==> src/sv/bdt_pkg.sv <==
`timescale 1ns / 1ps
`default_nettype none

package bdt_pkg;

    // Symbol buffer: at most a shift frame plus a character frame
    localparam int PATTERN_W = 16;
    localparam int COUNT_W   = 5;
    localparam int CODE_W    = 5;
    localparam int FRAME_W   = 8;

    // Shift codes
    localparam logic [CODE_W-1:0] LTRS_CODE = 5'h1f;
    localparam logic [CODE_W-1:0] FIGS_CODE = 5'h1b;

    // Commands
    localparam logic CMD_BEGIN  = 1'b0;
    localparam logic CMD_ENCODE = 1'b1;

    // Symbol counts per item
    localparam logic [COUNT_W-1:0] CNT_NONE   = 5'd0;
    localparam logic [COUNT_W-1:0] CNT_FRAME  = 5'd8;
    localparam logic [COUNT_W-1:0] CNT_BEGIN  = 5'd11;
    localparam logic [COUNT_W-1:0] CNT_DOUBLE = 5'd16;

    typedef struct packed {
        logic              hit;
        logic [CODE_W-1:0] code;
    } lookup_t;

    // Symbols for one item, MSB first, plus the shift state it leaves
    typedef struct packed {
        logic [PATTERN_W-1:0] bits;
        logic [COUNT_W-1:0]   count;
        logic                 fig_shift;
    } plan_t;

    // Start bit, five code bits MSB first, two stop bits
    function automatic logic [FRAME_W-1:0] make_frame(input logic [CODE_W-1:0] code);
        make_frame = {1'b0, code, 2'b11};
    endfunction

    // Letters table, searched by character
    function automatic lookup_t letters_lookup(input logic [7:0] ch);
        lookup_t r;
        r.hit = 1'b1;
        case (ch)
            8'h54: r.code = 5'd1;   // T
            8'h0d: r.code = 5'd2;   // CR
            8'h4f: r.code = 5'd3;   // O
            8'h20: r.code = 5'd4;   // space
            8'h48: r.code = 5'd5;   // H
            8'h4e: r.code = 5'd6;   // N
            8'h4d: r.code = 5'd7;   // M
            8'h0a: r.code = 5'd8;   // LF
            8'h4c: r.code = 5'd9;   // L
            8'h52: r.code = 5'd10;  // R
            8'h47: r.code = 5'd11;  // G
            8'h49: r.code = 5'd12;  // I
            8'h50: r.code = 5'd13;  // P
            8'h43: r.code = 5'd14;  // C
            8'h56: r.code = 5'd15;  // V
            8'h45: r.code = 5'd16;  // E
            8'h5a: r.code = 5'd17;  // Z
            8'h44: r.code = 5'd18;  // D
            8'h42: r.code = 5'd19;  // B
            8'h53: r.code = 5'd20;  // S
            8'h59: r.code = 5'd21;  // Y
            8'h46: r.code = 5'd22;  // F
            8'h58: r.code = 5'd23;  // X
            8'h41: r.code = 5'd24;  // A
            8'h57: r.code = 5'd25;  // W
            8'h4a: r.code = 5'd26;  // J
            8'h55: r.code = 5'd28;  // U
            8'h51: r.code = 5'd29;  // Q
            8'h4b: r.code = 5'd30;  // K
            default:
            begin
                r.hit  = 1'b0;
                r.code = 5'd0;
            end
        endcase
        return r;
    endfunction

    // Figures table, searched by character
    function automatic lookup_t figures_lookup(input logic [7:0] ch);
        lookup_t r;
        r.hit = 1'b1;
        case (ch)
            8'h35: r.code = 5'd1;   // 5
            8'h0d: r.code = 5'd2;   // CR
            8'h39: r.code = 5'd3;   // 9
            8'h20: r.code = 5'd4;   // space
            8'h2c: r.code = 5'd6;   // ,
            8'h2e: r.code = 5'd7;   // .
            8'h0a: r.code = 5'd8;   // LF
            8'h29: r.code = 5'd9;   // )
            8'h34: r.code = 5'd10;  // 4
            8'h26: r.code = 5'd11;  // &
            8'h38: r.code = 5'd12;  // 8
            8'h30: r.code = 5'd13;  // 0
            8'h3a: r.code = 5'd14;  // :
            8'h3b: r.code = 5'd15;  // ;
            8'h33: r.code = 5'd16;  // 3
            8'h22: r.code = 5'd17;  // double quote
            8'h24: r.code = 5'd18;  // $
            8'h3f: r.code = 5'd19;  // ?
            8'h36: r.code = 5'd21;  // 6
            8'h21: r.code = 5'd22;  // !
            8'h2f: r.code = 5'd23;  // /
            8'h2d: r.code = 5'd24;  // -
            8'h32: r.code = 5'd25;  // 2
            8'h27: r.code = 5'd26;  // apostrophe
            8'h37: r.code = 5'd28;  // 7
            8'h31: r.code = 5'd29;  // 1
            8'h28: r.code = 5'd30;  // (
            default:
            begin
                r.hit  = 1'b0;
                r.code = 5'd0;
            end
        endcase
        return r;
    endfunction

endpackage

`default_nettype wire

==> src/sv/bdt_plan.sv <==
`timescale 1ns / 1ps
`default_nettype none

// Builds the symbol sequence for one item from the shift state
module bdt_plan
    import bdt_pkg::*;
(
    input  wire logic       command,
    input  wire logic [7:0] character,
    input  wire logic       fig_shift,
    output plan_t           plan
);

    lookup_t ltr;
    lookup_t fig;

    assign ltr = letters_lookup(character);
    assign fig = figures_lookup(character);

    always_comb
    begin
        plan.bits      = '0;
        plan.count     = CNT_NONE;
        plan.fig_shift = fig_shift;
        if (command == CMD_BEGIN)
        begin
            // three marks, then letters shift
            plan.bits      = {3'b111, make_frame(LTRS_CODE), 5'b00000};
            plan.count     = CNT_BEGIN;
            plan.fig_shift = 1'b0;
        end
        else if (ltr.hit && fig.hit && (ltr.code == fig.code))
        begin
            // shared character: no shift
            plan.bits  = {make_frame(ltr.code), 8'h00};
            plan.count = CNT_FRAME;
        end
        else if (ltr.hit)
        begin
            plan.fig_shift = 1'b0;
            if (fig_shift)
            begin
                plan.bits  = {make_frame(LTRS_CODE), make_frame(ltr.code)};
                plan.count = CNT_DOUBLE;
            end
            else
            begin
                plan.bits  = {make_frame(ltr.code), 8'h00};
                plan.count = CNT_FRAME;
            end
        end
        else if (fig.hit)
        begin
            plan.fig_shift = 1'b1;
            if (!fig_shift)
            begin
                plan.bits  = {make_frame(FIGS_CODE), make_frame(fig.code)};
                plan.count = CNT_DOUBLE;
            end
            else
            begin
                plan.bits  = {make_frame(fig.code), 8'h00};
                plan.count = CNT_FRAME;
            end
        end
    end

endmodule

`default_nettype wire

==> src/sv/baudot_rtty_symbol_encoder.sv <==
// An accepted item goes through the pending register, then the output register.
// Throughput: one symbol per cycle while sym_ready is high; an item is 8, 11
// or 16 symbols long, and an unrecognized character gives none.
// A pending register holds the next item's symbols while the current one drains.
// Reset (rst_n low, asynchronous) empties both registers and selects letters.
`timescale 1ns / 1ps
`default_nettype none

module baudot_rtty_symbol_encoder
    import bdt_pkg::*;
(
    input  wire logic       clk,
    input  wire logic       rst_n,
    input  wire logic       char_valid,
    output logic            char_ready,
    input  wire logic       command,
    input  wire logic [7:0] character,
    output logic            sym_valid,
    input  wire logic       sym_ready,
    output logic            symbol,
    output logic            last
);

    logic                 fig_shift_reg;
    logic                 pend_valid_reg;
    logic [PATTERN_W-1:0] pend_bits_reg;
    logic [COUNT_W-1:0]   pend_count_reg;
    logic                 out_valid_reg;
    logic [PATTERN_W-1:0] out_bits_reg;
    logic [COUNT_W-1:0]   out_count_reg;

    plan_t plan;
    logic  out_done;
    logic  out_free;
    logic  pend_move;
    logic  in_fire;

    bdt_plan u_plan (
        .command   (command),
        .character (character),
        .fig_shift (fig_shift_reg),
        .plan      (plan)
    );

    // Handshake control
    assign out_done   = out_valid_reg && sym_ready && (out_count_reg == 5'd1);
    assign out_free   = !out_valid_reg || out_done;
    assign pend_move  = pend_valid_reg && out_free;
    assign char_ready = !pend_valid_reg || out_free;
    assign in_fire    = char_valid && char_ready;

    assign sym_valid = out_valid_reg;
    assign symbol    = out_bits_reg[PATTERN_W-1];
    assign last      = (out_count_reg == 5'd1);

    // Shift state and pending item
    always_ff @(posedge clk or negedge rst_n)
    begin
        if (!rst_n)
        begin
            fig_shift_reg  <= 1'b0;
            pend_valid_reg <= 1'b0;
            pend_count_reg <= '0;
        end
        else
        begin
            if (in_fire)
            begin
                fig_shift_reg <= plan.fig_shift;
            end
            if (in_fire && (plan.count != CNT_NONE))
            begin
                pend_valid_reg <= 1'b1;
                pend_count_reg <= plan.count;
            end
            else if (pend_move)
            begin
                pend_valid_reg <= 1'b0;
            end
        end
    end

    always_ff @(posedge clk)
    begin
        if (in_fire && (plan.count != CNT_NONE))
        begin
            pend_bits_reg <= plan.bits;
        end
    end

    // Output shift register
    always_ff @(posedge clk or negedge rst_n)
    begin
        if (!rst_n)
        begin
            out_valid_reg <= 1'b0;
            out_count_reg <= '0;
        end
        else if (pend_move)
        begin
            out_valid_reg <= 1'b1;
            out_count_reg <= pend_count_reg;
        end
        else if (out_valid_reg && sym_ready)
        begin
            if (out_count_reg == 5'd1)
            begin
                out_valid_reg <= 1'b0;
            end
            out_count_reg <= out_count_reg - 5'd1;
        end
    end

    always_ff @(posedge clk)
    begin
        if (pend_move)
        begin
            out_bits_reg <= pend_bits_reg;
        end
        else if (out_valid_reg && sym_ready)
        begin
            out_bits_reg <= {out_bits_reg[PATTERN_W-2:0], 1'b0};
        end
    end

endmodule

`default_nettype wire

==> config.mk <==
export PLATFORM = sky130hd
export DESIGN_NAME = baudot_rtty_symbol_encoder
export DESIGN_NICKNAME = d
export VERILOG_FILES = /design/src/sv/bdt_pkg.sv /design/src/sv/bdt_plan.sv /design/src/sv/baudot_rtty_symbol_encoder.sv
export SDC_FILE = /design/constraint.sdc
export NUM_CORES = 1
export LEC_CHECK = 0
export BUFFER_PORTS_ARGS = -buffer_cell sky130_fd_sc_hd__clkbuf_2
export CORE_MARGIN = 3
export CORE_UTILIZATION = 55
export DETAILED_ROUTE_END_ITERATION = 8
export PLACE_DENSITY = 0.73
export SLEW_MARGIN = 20
export SYNTH_ARGS = -nofsm -noshare
export SYNTH_HDL_FRONTEND = slang
export SYNTH_SLANG_ARGS = --single-unit
==> constraint.sdc <==
create_clock -name clk -period 3.9 [get_ports clk]
set_clock_uncertainty 0.15 [all_clocks]
set_input_delay 0.585 -clock clk [delete_from_list [all_inputs] [get_ports clk]]
set_output_delay 0.585 -clock clk [all_outputs]
set_load 0.005 [all_outputs]
# == Yosys cells after proc, flatten, opt, wreduce, memory -nomap -nowiden ==
# Index checks and enable logic that the tools add are counted.
# classes
add_sub_neg,1
reduce_logical,20
bitwise,1
eq_ne,57
n_mux,20
# ops
op,count
8-bit by 7-bit == test with 1-bit output (second input constant),26
8-bit by 6-bit == test with 1-bit output (second input constant),25
5-bit one-hot mux with 29 select lines,1
5-bit one-hot mux with 27 select lines,1
21-bit two-way mux,2
20-bit two-way mux,2
16-bit two-way mux,2
29-bit OR reduction,1
27-bit OR reduction,1
22-bit two-way mux,1
8-bit by 4-bit == test with 1-bit output (second input constant),2
5-bit two-way mux,2
1-bit two-way mux,8
1-bit logical AND,7
6-bit two-way mux,1
2-bit nonzero test,3
5-bit by 1-bit == test with 1-bit output (second input constant),1
5-bit == test,1
5-bit nonzero test,1
5-bit by 1-bit subtractor with 5-bit output (second input constant),1
3-bit by 1-bit inequality test with 1-bit output (second input constant),1
3-bit AND reduction,1
1-bit logical NOT,2
1-bit logical OR,2
4 further kinds,4
# totals
reg_bits,45

# == Longest topological paths before layout ==
# Gate-level depths: netlist (run 1).
# logic_depth
ltp_word,10
ltp_mapped,9

# == Cells and area by module ==
# A second synthesis (run 1) with hierarchy kept.
# unflattened
cells_unflattened,355
hier_area_um2,3285.7
# modules_own_cells
mod,cells_per_inst,instances,seq_area_each_um2,area_each_um2
baudot_rtty_symbol_encoder,143,1,1286.2,1883.1
bdt_plan,212,1,0.0,1402.6

# == Least setup slack after synthesis (run 1) ==
# Ideal clock, no wire load.
# synth_timing
kind,input to register
start,input port character[6]
end,register pend_bits_reg[10] (enable)
setup_ns,0.391
arrival_ns,2.770
path_stages,7
slack_ns,0.589
required_time_ns,3.359
n_path_buf,2
cell_sequence,buf_6 -> or3b_1 -> buf_2 -> or4_4 -> o211ai_2 -> nor4_2 -> a31oi_1
# synth_between
elab_chain_len,9
elab_cells_between_ends,68
classes_between,eq/ne (54); mux (8); reduce/logical (6)
# synth_rtl
item,line,text
from (decl),baudot_rtty_symbol_encoder.sv:17,"input wire logic [7:0] character,"
"8-bit by 6-bit == test with 1-bit output, or another cell as far along",bdt_pkg.sv:90,case (ch)
27-bit OR reduction (no source line) / 29-bit OR reduction (equally long branches),--,
"1-bit two-way mux, on equally long branches","bdt_pkg.sv:90, bdt_pkg.sv:47",
21-bit two-way mux / 1-bit logical AND (equally long branches),"bdt_plan.sv:52, bdt_plan.sv:32",
22-bit two-way mux / 1-bit logical AND (equally long branches),"bdt_plan.sv:38, bdt_plan.sv:32",
21-bit two-way mux *,bdt_plan.sv:32,else if (ltr.hit && fig.hit && (ltr.code == fig.code))
6-bit two-way mux *,bdt_plan.sv:25,if (command == CMD_BEGIN)
5-bit nonzero test *,baudot_rtty_symbol_encoder.sv:85,if (in_fire && (plan.count != CNT_NONE))
1-bit logical AND *,baudot_rtty_symbol_encoder.sv:85,
to (signal assigned),baudot_rtty_symbol_encoder.sv:87,pend_bits_reg <= plan.bits;
to (decl),baudot_rtty_symbol_encoder.sv:26,logic [PATTERN_W-1:0] pend_bits_reg;
# Mark *: on every way between the ends. The rest lies on a longest branch, timed or not. The select of a mux whose other input is x is not followed.
# A chain may end at the register's enable or synchronous reset.

# == Worst setup path after layout (run 1) ==
# layout_timing
start,input port character[3]
end,register pend_bits_reg[11] (enable)
# The elaborated chain is that of the path after synthesis.

==> results of run 1 <==
[power by group]
| part | internal (mW) | leakage (nW) | switching (mW) |
|---|---|---|---|
| Combinational | 0.110 | 0.757 | 0.167 |
| Sequential | 0.525 | 0.393 | 0.0434 |
| Clock | 0.121 | 0.0400 | 0.133 |
| Total | 0.756 | 1.19 | 0.344 |
[kinds of logic after synthesis]
logic type               share of synthesized area
AND/OR/NAND/NOR                             0.2726
AO/OA/AOI/OAI                               0.2494
flip-flops                                  0.3865
buffers and inverters                      0.05907
multiplexers                               0.01519
XOR/XNOR                                  0.008862
adder cells (fa/ha/maj)                   0.008437
[per-stage QoR]
step	utilization	hold slack [ns]	worst slack, ns	cells
5_1_grt	0.6050	0.02513	0.6088	418
6_report	0.6050	0.007580	0.8363	418
3_5_place_dp	0.5893	0.3259	0.5523	411
2_1_floorplan	-	0.1394	0.5885	347
3_3_place_gp	0.5893	0.3197	0.6186	411
4_1_cts	0.6050	0.01541	0.8542	418
[layer usage]
metal  GRT usage  routed length (um)
met1      0.2870                2952
met5           0                   0
met3     0.02483                 290
met2      0.3715                3297
met4     0.09622                  97
[layout by cell type, fill, tap and decap left out, types with 7 or more instances in the layout]
cell,n
o21ai_0,15
a31oi_1,10
nor3_1,7
nand2b_1,10
nor2_1,26
a21oi_1,16
dfrtp_1,11
buf_4,8
clkbuf_2,16
nand2_1,63
inv_1,7
nor2b_1,7
edfxtp_1,29
[final cells by class]
class	count	area (um2)
well taps	70	87.58
inverters	8	30.03
multi-input cells	269	1644
repair buffers	24	140.1
clock buffers	5	68.82
clock inverters	2	12.51
fillers	449	2043
flip-flops and latches	40	1146
[path summary, 6_finish.rpt]
kind / startpoint / endpoint / slack [ns] / depth (start not counted)
setup / recovery: character[3] / pend_bits_reg[11]$_SDFFCE_PN1P_ / 0.84 / 7
hold / removal: rst_n / sym_valid$_DFFE_PN0P_ / 0.008 / 1
setup reg to reg: out_count_reg[1]$_DFFE_PN0P_ / pend_count_reg[3]$_DFFE_PN0P_ / 1.15 / 8
hold reg to reg: pend_bits_reg[13]$_SDFFCE_PN1P_ / out_bits_reg[13]$_DFFE_PP_ / 0.36 / 2
max in group asynchronous: rst_n / out_count_reg[0]$_DFFE_PN0P_ / 3.37 / 1
min in group clk: pend_bits_reg[13]$_SDFFCE_PN1P_ / out_bits_reg[13]$_DFFE_PP_ / 0.36 / 2
==> flow_summary.yaml, run 1 <==
clock_tree:
  clk_latency_ns: 0.29
  hold_buffers: 0
  cts.sinks: 40
  cts_resized: 0
  root_buffer: "clkbuf_8"
  clk_pin_slew_ns: 0.07
  htree_levels: 2
  numCtsBuffers: 5
  cts_max_path_buffers: 2
  cts_setup_buffers: 0
  tritoncts: "built"
timing:
  rsz0062_at_grt: "no"
  slew_viol_final: 0
  timing.final.setup_violations: 0
  finalCritPeriodShare: 0.7856
  worst_slew_pin_slew_ns: 0.8930
  fmax_ghz: 0.3264
  fin_crit_ns: 3.064
  finalHoldViolations: 0
  setup_tns_ns: 0
  slew_headroom: 0.3892
synthesis:
  yosysTopAreaCellShare: 0.2937
  synthTopCellsByArea: "edfxtp_1 29%, dfrtp_1 9.3%, nand2_1 8.0%, nor2_1 3.3%, a21oi_1 2.7%"
  ys_ff_latch: 40
  synth_edf_count: 29
  syn_nets: 362
  yosysTopAreaCell: "edfxtp_1"
  synth_cell_types: 79
  syn_area_um2: 2965
  synth_most_common_cell: "nand2_1"
  avgSynthCellArea_um2: 8.546
  seq_area_frac_synth: 0.3865
  synth_ff_type: "edfxtp_1"
  synthArstFlopShare: 0.2750
  yosysWarnings: 0
  synthCells: 347
  synthTopCellsByCount: "63 x nand2_1, 29 x edfxtp_1, 26 x nor2_1"
grt:
  grt_pass1_vias: 2388
  grt_start_max_net_pins: 35
  grt_pass1_wl_um: 11120
  grt_antenna_before_repair: 0
  grt_usage: 0.2210
  gr-total-overflow: 0
critical_path:
  cp_slowest_cell: "or3b_2"
  start_kind: "input port"
  cp_top_family: "compound AO/OA/AOI/OAI gates"
  critPathArrivalTime_ns: 2.91
  crit_path_max_incr_delay_ns: 0.61
  path_buf_inv: 2
  endpoint_kind: "register"
  crit_type: "in2reg"
  path_cells: "clkbuf_2, or3b_2, a2111oi_4, a41o_1, nor3_1, a31oi_1, buf_4"
  critPathMaxFanout: 34
  cp.required_ns: 3.74
power:
  irDropWorstVdd_mv: 0.1806
  leakage_nw: 1.189
  power_density_nw_per_um2: 351.5
  totalPowerFinal_mw: 1.100
routing:
  drc: 0
  postRouteAntennaNets: 0
  viasPerCell: 6.170
  routed_wl_um: 6637
  drtIter0Drc: 185
  vias: 2579
  wl_per_cell_um: 15.88
  dr.pass1.iters: 4
die:
  rows: 26
  die-area_um2: 6308
  initial_core_util: 0.5733
  fp.dieH_um: 79.43
  coreArea_um2: 5172
  die_w_um: 79.43
  io_pins: 17
final_layout:
  area_growth_pct: 5.527
  largest_register_ffs: 16
  fin_area_um2: 3129
  antenna_cells: 0
  num-nets-final: 363
  drive_gt1_frac: 0.1379
place:
  portBuffers: 16
  hpwl_um: 4693
  place_area_um2: 3048
  place_congestion: 0.8983
hold_path:
  hold_class: "in2async"
outcome:
  outcome: "completed"
flow_run:
  maxCapViolCount: 0
Power figures use the tool's default switching activity.
==> run 2: changes to the inputs <==
Settings changed: ABC_AREA from default to 1, PLACE_DENSITY 0.73 to 0.76.
Clock period 3.9 ns to 2.67 ns, I/O delays scaled along.
==> run 2 against run 1 <==
- register-to-register slack got worse by 0.55 ns
- first-iteration DRC count shrank 11%
- largest power group unchanged
- critical endpoint is now pend_bits_reg[3]$_SDFFCE_PP0P_
- combinational power increased by 98%
- global-route usage is 1.6 points higher
- flip-flop and latch count is the same
- area after synthesis fell by 0.21%
- critical path type unchanged
- synthesized cell count rose by 30%
- utilization is 2.1 points higher
- via count is 7.9% higher
- non-clock buffer count is 4 lower
==> flow_summary.yaml, run 2 <==
outcome:
  outcome: "completed"
grt:
  gr-total-overflow: 0
  grt_usage: 0.2367
  met2_usage: 0.4386
  grt_util_met3: 0.02948
  grt_pass1_vias: 2636
  grt_antenna_before_repair: 0
  grt_pass1_wl_um: 11680
  busiest_layer: "met2"
  grt_start_max_net_pins: 26
  met1_usage: 0.2642
timing:
  fmax_ghz: 0.4707
  finalHoldViolations: 0
  slew_viol_final: 0
  worst_slew_pin_slew_ns: 1.051
  fin_crit_ns: 2.124
  slew_headroom: 0.2992
  rsz0062_at_grt: "no"
  finalCritPeriodShare: 0.7956
  timing.final.setup_violations: 0
  holdWs_ns: 0.2720
  setup_tns_ns: 0
final_layout:
  multi_input_area_um2: 1650
  ff_latch_area_um2: 1146
  final_common_cell: "nand2_1"
  drive_gt1_frac: 0.1340
  largest_register_ffs: 16
  fillers: 492
  mostFrequentLayoutCells: "192 x nand2_1, 83 x nor2_1, 29 x edfxtp_1, 24 x nand3_1, 22 x inv_1"
  area_growth_pct: 8.711
  antenna_cells: 0
  num-nets-final: 484
die:
  rows: 26
  io_pins: 17
  fp.dieH_um: 79.35
  die-area_um2: 6296
  coreArea_um2: 5140
  die_w_um: 79.35
  initial_core_util: 0.5757
routing:
  drc: 0
  wl_per_cell_um: 12.75
  viasPerCell: 5.152
  routed_wl_um: 6887
  dr.pass1.iters: 5
  vias: 2782
  postRouteAntennaNets: 0
  drtIter0Drc: 164
synthesis:
  synth_cell_types: 30
  yosysTopAreaCellShare: 0.2943
  yosysTopAreaCell: "edfxtp_1"
  synthTopCellsByArea: "edfxtp_1 29%, nand2_1 24%, nor2_1 11%, dfrtp_1 9.3%, nand3_1 4.1%"
  synth_most_common_cell: "nand2_1"
  avgSynthCellArea_um2: 6.576
  yosysWarnings: 0
  seq_area_frac_synth: 0.3873
  synth-xor-area-share: 0.005920
  synth_compound_area_frac: 0.04567
  synthSimpleGateAreaFrac: 0.4930
  ys_ff_latch: 40
  synth_edf_count: 29
  synthMuxAreaShare: 0.003383
  synth_top_family_by_area: "simple AND/OR/NAND/NOR gates"
  synthCells: 450
  synthAdderAreaFrac: 0.008457
  syn_nets: 465
  synthTopCellsByCount: "192 x nand2_1, 83 x nor2_1, 29 x edfxtp_1"
  syn_area_um2: 2959
  synthArstFlopShare: 0.2750
  synth_ff_type: "edfxtp_1"
clock_tree:
  cts.sinks: 40
  root_buffer: "clkbuf_8"
  htree_levels: 2
  numCtsBuffers: 5
  cts_setup_buffers: 0
  tritoncts: "built"
  clk_latency_ns: 0.28
  cts_max_path_buffers: 2
  clk_pin_slew_ns: 0.07
critical_path:
  critPathArrivalTime_ns: 1.95
  worstReg2RegStart: "out_count_reg[0]$_DFFE_PN0P_"
  endpoint_kind: "register"
  start_kind: "input port"
  r2r_slack_ns: 0.60
  reg2regPathDepth: 11
  critPathMaxFanout: 15
  reg2reg_to: "out_count_reg[4]$_DFFE_PN0P_"
  critPathLaunch: "character[7]"
  cp.required_ns: 2.50
  crit_type: "in2reg"
hold_path:
  holdPathEnd: "sym_valid$_DFFE_PN0P_"
  holdPathStages: 4
  hp-start: "sym_ready"
  hold_class: "in2reg"
power:
  power_density_nw_per_um2: 604.9
  totalPowerFinal_mw: 1.946
  irDropWorstVdd_mv: 0.4336
  leakage_nw: 1.696
place:
  hpwl_um: 5535
  portBuffers: 16
  place_congestion: 0.9824
flow_run:
  maxCapViolCount: 0
## run 2: changes by cell type in the layout (fill, tap and decap cells not counted), sizes merged, moves of 7 or more
cell / change
a31oi: -10
nand2b: -10
inv: +23
nand2: +142
nor2b: -7
nor2: +69
nand3: +20
a21oi: -11
## run 2: how the worst max path moves through the flow
stage / end / slack (ns) / cells after the start
5_1_grt: pend_bits_reg[1]$_SDFFCE_PP0P_ / 0.35 / 12
3_3_place_gp: pend_bits_reg[3]$_SDFFCE_PP0P_ / 0.23 / 12
4_1_cts: pend_bits_reg[1]$_SDFFCE_PP0P_ / 0.57 / 12
6_report: pend_bits_reg[3]$_SDFFCE_PP0P_ / 0.55 / 12
3_5_place_dp: pend_count_reg[4]$_DFFE_PN0P_ / 0.26 / 16
2_1_floorplan: pend_bits_reg[10]$_SDFFCE_PN1P_ / 0.19 / 12
## run 2: kinds of logic (layout without fill, tap and decap cells)
group | Yosys count | after routing
multiplexers | 1 | 1
adder cells (fa/ha/maj) | 2 | 2
flip-flops | 40 | 40
XOR/XNOR | 2 | 2
buffers and inverters | 38 | 58
AND/OR/NAND/NOR | 342 | 342
AO/OA/AOI/OAI | 25 | 25
## run 2: area by class of cell
cell class	instances	share of cell area
clock inverter	2	0.01089
sequential	40	0.3563
tap	70	0.02723
clock buffer	6	0.02256
multi-input combinational	372	0.5130
timing repair buffer	20	0.03501
inverter	30	0.03501
## run 2: critical path, stage by stage
cell and delay (ns):
clkbuf_2 0.10, inv_1 0.09, nand2_2 0.08, nor2_2 0.35, nand2_1 0.17, and2_4 0.17, nand3_1 0.08, nor2_2 0.05
nand2_4 0.11, nor2_1 0.06, nor2_1 0.08, buf_4 0.21
## run 2: stage by stage
stage / setup slack [ns] / cell area [um2] / util / instances
global placement: 0.2322 / 3099 / 0.6030 / 531
global route: 0.3548 / 3217 / 0.6259 / 540
detailed placement: 0.2633 / 3099 / 0.6030 / 531
CTS: 0.5658 / 3217 / 0.6259 / 540
finish: 0.5457 / 3217 / 0.6259 / 540
floorplan: 0.1881 / 2959 / - / 450
## run 2: routing by layer
layer / wire length, um / part of all wire
met1: 2795 / 0.41
met2: 3626 / 0.53
met3: 230 / 0.033
met4: 234 / 0.034
met5: 0 / 0
## run 2: timing repair
item | in CTS | in global routing
hold endpoints to repair | 11 | 0
hold buffers | 1 | 0
endpoints found under the setup margin | 0 | 0
resized for setup | 0 | 0
## run 2: power by group
group / total, mW / internal [mW] / switching [mW]
combinational: 0.550 / 0.192 / 0.358
clock: 0.460 / 0.277 / 0.183
sequential: 0.936 / 0.858 / 0.0781
